<file path="config.mk">
export PLATFORM = sky130hd
export DESIGN_NAME = ibhq_ram
export DESIGN_NICKNAME = d
export VERILOG_FILES = /design/src/sv/ibhq_ram.sv
export SDC_FILE = /design/constraint.sdc
export NUM_CORES = 2
export LEC_CHECK = 0
export CORE_ASPECT_RATIO = 0.75
export CORE_MARGIN = 1.5
export CORE_UTILIZATION = 45
export DETAILED_ROUTE_END_ITERATION = 8
export DONT_BUFFER_PORTS = 1
export MAX_ROUTING_LAYER = met4
export PLACE_DENSITY = 0.66
export SLEW_MARGIN = 15
export SYNTH_ARGS = -nofsm -noshare
export SYNTH_HDL_FRONTEND = slang
export SYNTH_SLANG_ARGS = --single-unit
</file>
<file path="constraint.sdc">
create_clock -name clk -period 5.2 [get_ports clk]
set_clock_uncertainty 0.15 [all_clocks]
set_input_delay 1.04 -clock clk [delete_from_list [all_inputs] [get_ports clk]]
set_output_delay 1.04 -clock clk [all_outputs]
set_load 0.05 [all_outputs]
</file>
<file path="src/sv/ibhq_ram.sv">
// Synchronous memory with one write port and one registered read port.
module ibhq_ram #(
  parameter int WIDTH = 8,
  parameter int DEPTH = 256,
  parameter int AW    = $clog2(DEPTH)
) (
  input  logic             clk,
  input  logic             we,
  input  logic [AW-1:0]    waddr,
  input  logic [WIDTH-1:0] wdata,
  input  logic [AW-1:0]    raddr,
  output logic [WIDTH-1:0] rdata
);

  logic [WIDTH-1:0] mem [DEPTH];

  always_ff @(posedge clk) begin
    if (we) begin
      mem[waddr] <= wdata;
    end
  end

  // A read of the entry being written returns the new word.
  always_ff @(posedge clk) begin
    if (we && waddr == raddr) begin
      rdata <= wdata;
    end else begin
      rdata <= mem[raddr];
    end
  end

endmodule

</file>
==> metrics.txt <==
status completed; Seq cells post-synth 2056; final setup margin 0.04259 ns; most frequent cells in the layout 2048 x edfxtp_1, 454 x mux4_2, 278 x nor2_1, 186 x buf_4, 184 x clkbuf_16; Cell Chain, Critical Path buf_12, buf_16, buf_16, mux4_2, o211ai_1, nand3_1, nor4_2, buf_4, nor4_4, buf_4, buf_12; switching share of power 21.11%; clk buf depth 3; Syn Area/Cell 21.31 um2; kind of critical path flip-flop to output port; # port buffers 0; via density per instance slightly above 6; largest area contributor in the netlist edfxtp_1; cells after synthesis 3733; DRT iter0 DRCs between 5000 and 6000; post-synthesis async set-or-reset flop share 0%; main combinational cell family by area after synthesis multiplexers; EDFF count, synth 2048; Synth Area in XOR/XNOR 0%; post-route insts no fill about 6400; number of flip-flops in the largest register between 2000 and 2500; Hold Crit Start raddr[5]; Worst Path Buf+Inv 6; Syn Nets 3759; WP depth 11; share of the synthesized area in the top cell type 77.30%; share of layout cells above drive strength 1 25.09%; Primary FF master, synth edfxtp_1; CP Capture Type output port; Slew Viols, Final 0; total number of H-tree levels 4; Setup crit start kind flip-flop; CP delay by family, top buffers and inverters; post-synth cell types 55; worst vdd ir 0.0002632 V; CTS Buf Count 183; Core Region between 150000 and 200000 um2; first-pass GRT wire length about 290000 um; Wirelength per Cell 30.92 um; routed vias just under 40000; Detailed Route WL 199300 um; Final nets 3958; CP Max Fanout 16; top flop regs mem: 2048 flops; Pwr Density 368.5 nW/um2; Sink Count 2056; Sequential Power Share a little under three fifths; CTS tree built; type of the worst min-delay path primary input to flip-flop; unrepaired setup endpoints after global routing true; Logic pwr share 4.8%; Worst path slowest cell mux4_2; Row Count approximately 130; vias in the first global route 38910; Lkg Pwr ~28 nW; CP peak stage delay 0.53 ns; Die X 488.5 um; Die Y 367.1 um; gr ovfl total 0; DP HPWL 117000 um; clock share of power 40.0%; Setup Slack @ Placement 0.06727 ns; largest net degree at the start of global routing 257; register with the most flip-flops mem; Residual DRC 0; initial antenna violation count 9; Max Freq 193.9 MHz; largest cells by area after synthesis edfxtp_1 77%, mux4_2 13%, mux2i_1 1.7%; total track usage 22.87%; final hold vios 0; internal power 26.14 mW; Placed Cells 6074; die area around 180000 um2; yosys warns 0; Starting Density 45.36%; Post-Synth Simple-Gate Area 2.628%; post-layout minimum cycle time 5.157 ns; worst slew pin tran around 1.1 ns; mux cell area share after synthesis 14.62%; Filler Cells Inserted between 10000 and 15000; hold depth 0; # setup viols final 0; relative max-transition margin 27.43%; gpl congestion around 0.86; register area share after synthesis 77.50%; post-synthesis adder-cell area fraction 0%; ANT nets after route 0; CTS root buf clkbuf_16; CTS Hold Bufs 0; 1st-pass router iterations 5; Arrival @ worst endpoint 3.97 ns; Clk pin slew, worst setup/hold paths roughly 0.060 ns; io pins 34; Tcrit/Tclk final 99.18%; Post-Syn Area 79560 um2; Sw Pwr 6.995 mW; most common cell after layout, fill and taps aside edfxtp_1; Layout Area Growth over Synthesis 13.00%; Critical Path RT ~4.0 ns; compound-cell area share of the yosys netlist 3.419%; MaxCap Viol Count 0
==> through the flow <==
stage | hold slack (ns) | utilization, % | setup TNS, ns | instance area [um2] | total power, mW
after detailed placement | 0.9179 | 47.40 | 0 | 83140 | 20.11
after global routing | 0.04901 | 51.25 | -0.07929 | 89900 | 33.93
final | 0.07707 | 51.26 | 0 | 89900 | 33.13
after floorplan | 0.9177 | - | 0 | 79560 | 19.55
after CTS | 0.01502 | 51.18 | 0 | 89770 | 33.25
after global placement | 0.9179 | 47.40 | -0.2142 | 83140 | 20.10
==> power groups by stage <==
stage,clock network (mW),logic [mW],registers (mW)
CTS,13.4,1.57,18.3
global route,14.0,1.65,18.3
floorplan,0,0.933,18.6
finish,13.2,1.59,18.3
global placement,0,1.46,18.6
detailed placement,0,1.46,18.6
==> cells by family after synthesis <==
group                  count (synthesis)
and+or+nand+nor                      466
buffers and inverters                235
AOI/OAI and AO/OA                    385
DFF                                 2056
muxes                                591
==> how the worst max path moves through the flow <==
stage               from  endpoint
2_1_floorplan  flip-flop  rdata[3]
3_3_place_gp   flip-flop  rdata[3]
3_5_place_dp   flip-flop  rdata[5]
4_1_cts        flip-flop  rdata[5]
5_1_grt        flip-flop  rdata[0]
6_report       flip-flop  rdata[0]
==> cell type report <==
class                           instances  area [um2]  share of cell area, %
Antenna cell                            3       7.507               0.008351
Timing Repair Buffer                  247        2616                  2.910
Tap cell                             2362        2955                  3.287
Clock inverter                        104       938.4                  1.044
Sequential cell                      2056       61680                  68.61
Inverter                                2       7.507               0.008351
Clock buffer                          230        4777                  5.314
Multi-Input combinational cell       1442       16920                  18.82
==> synthesized netlist by cell type (24+ instances only) <==
cell,number
a21oi_1,96
a22oi_1,133
nand3_1,34
nor2_1,282
clkbuf_1,111
buf_4,27
nor2b_1,31
nor4_1,24
mux2i_1,134
edfxtp_1,2048
o22ai_1,28
o221ai_1,46
buf_2,31
nand2_1,33
mux4_2,454
==> metal layers <==
layer  part of all wire (%)  GRT usage, %
met1                     42         34.19
met4                    2.2         5.655
met3                     11         5.236
met5                      0             -
met2                     44         31.78
==> what timing repair did <==
action                                  4_1_cts  5_1_grt
setup buffers                                28        0
pin swaps                                     7        7
resized for setup                            69       24
gates cloned                                  8        0
endpoints found under the setup margin        8        8
Note: power is estimated with default switching activity, not from simulation.
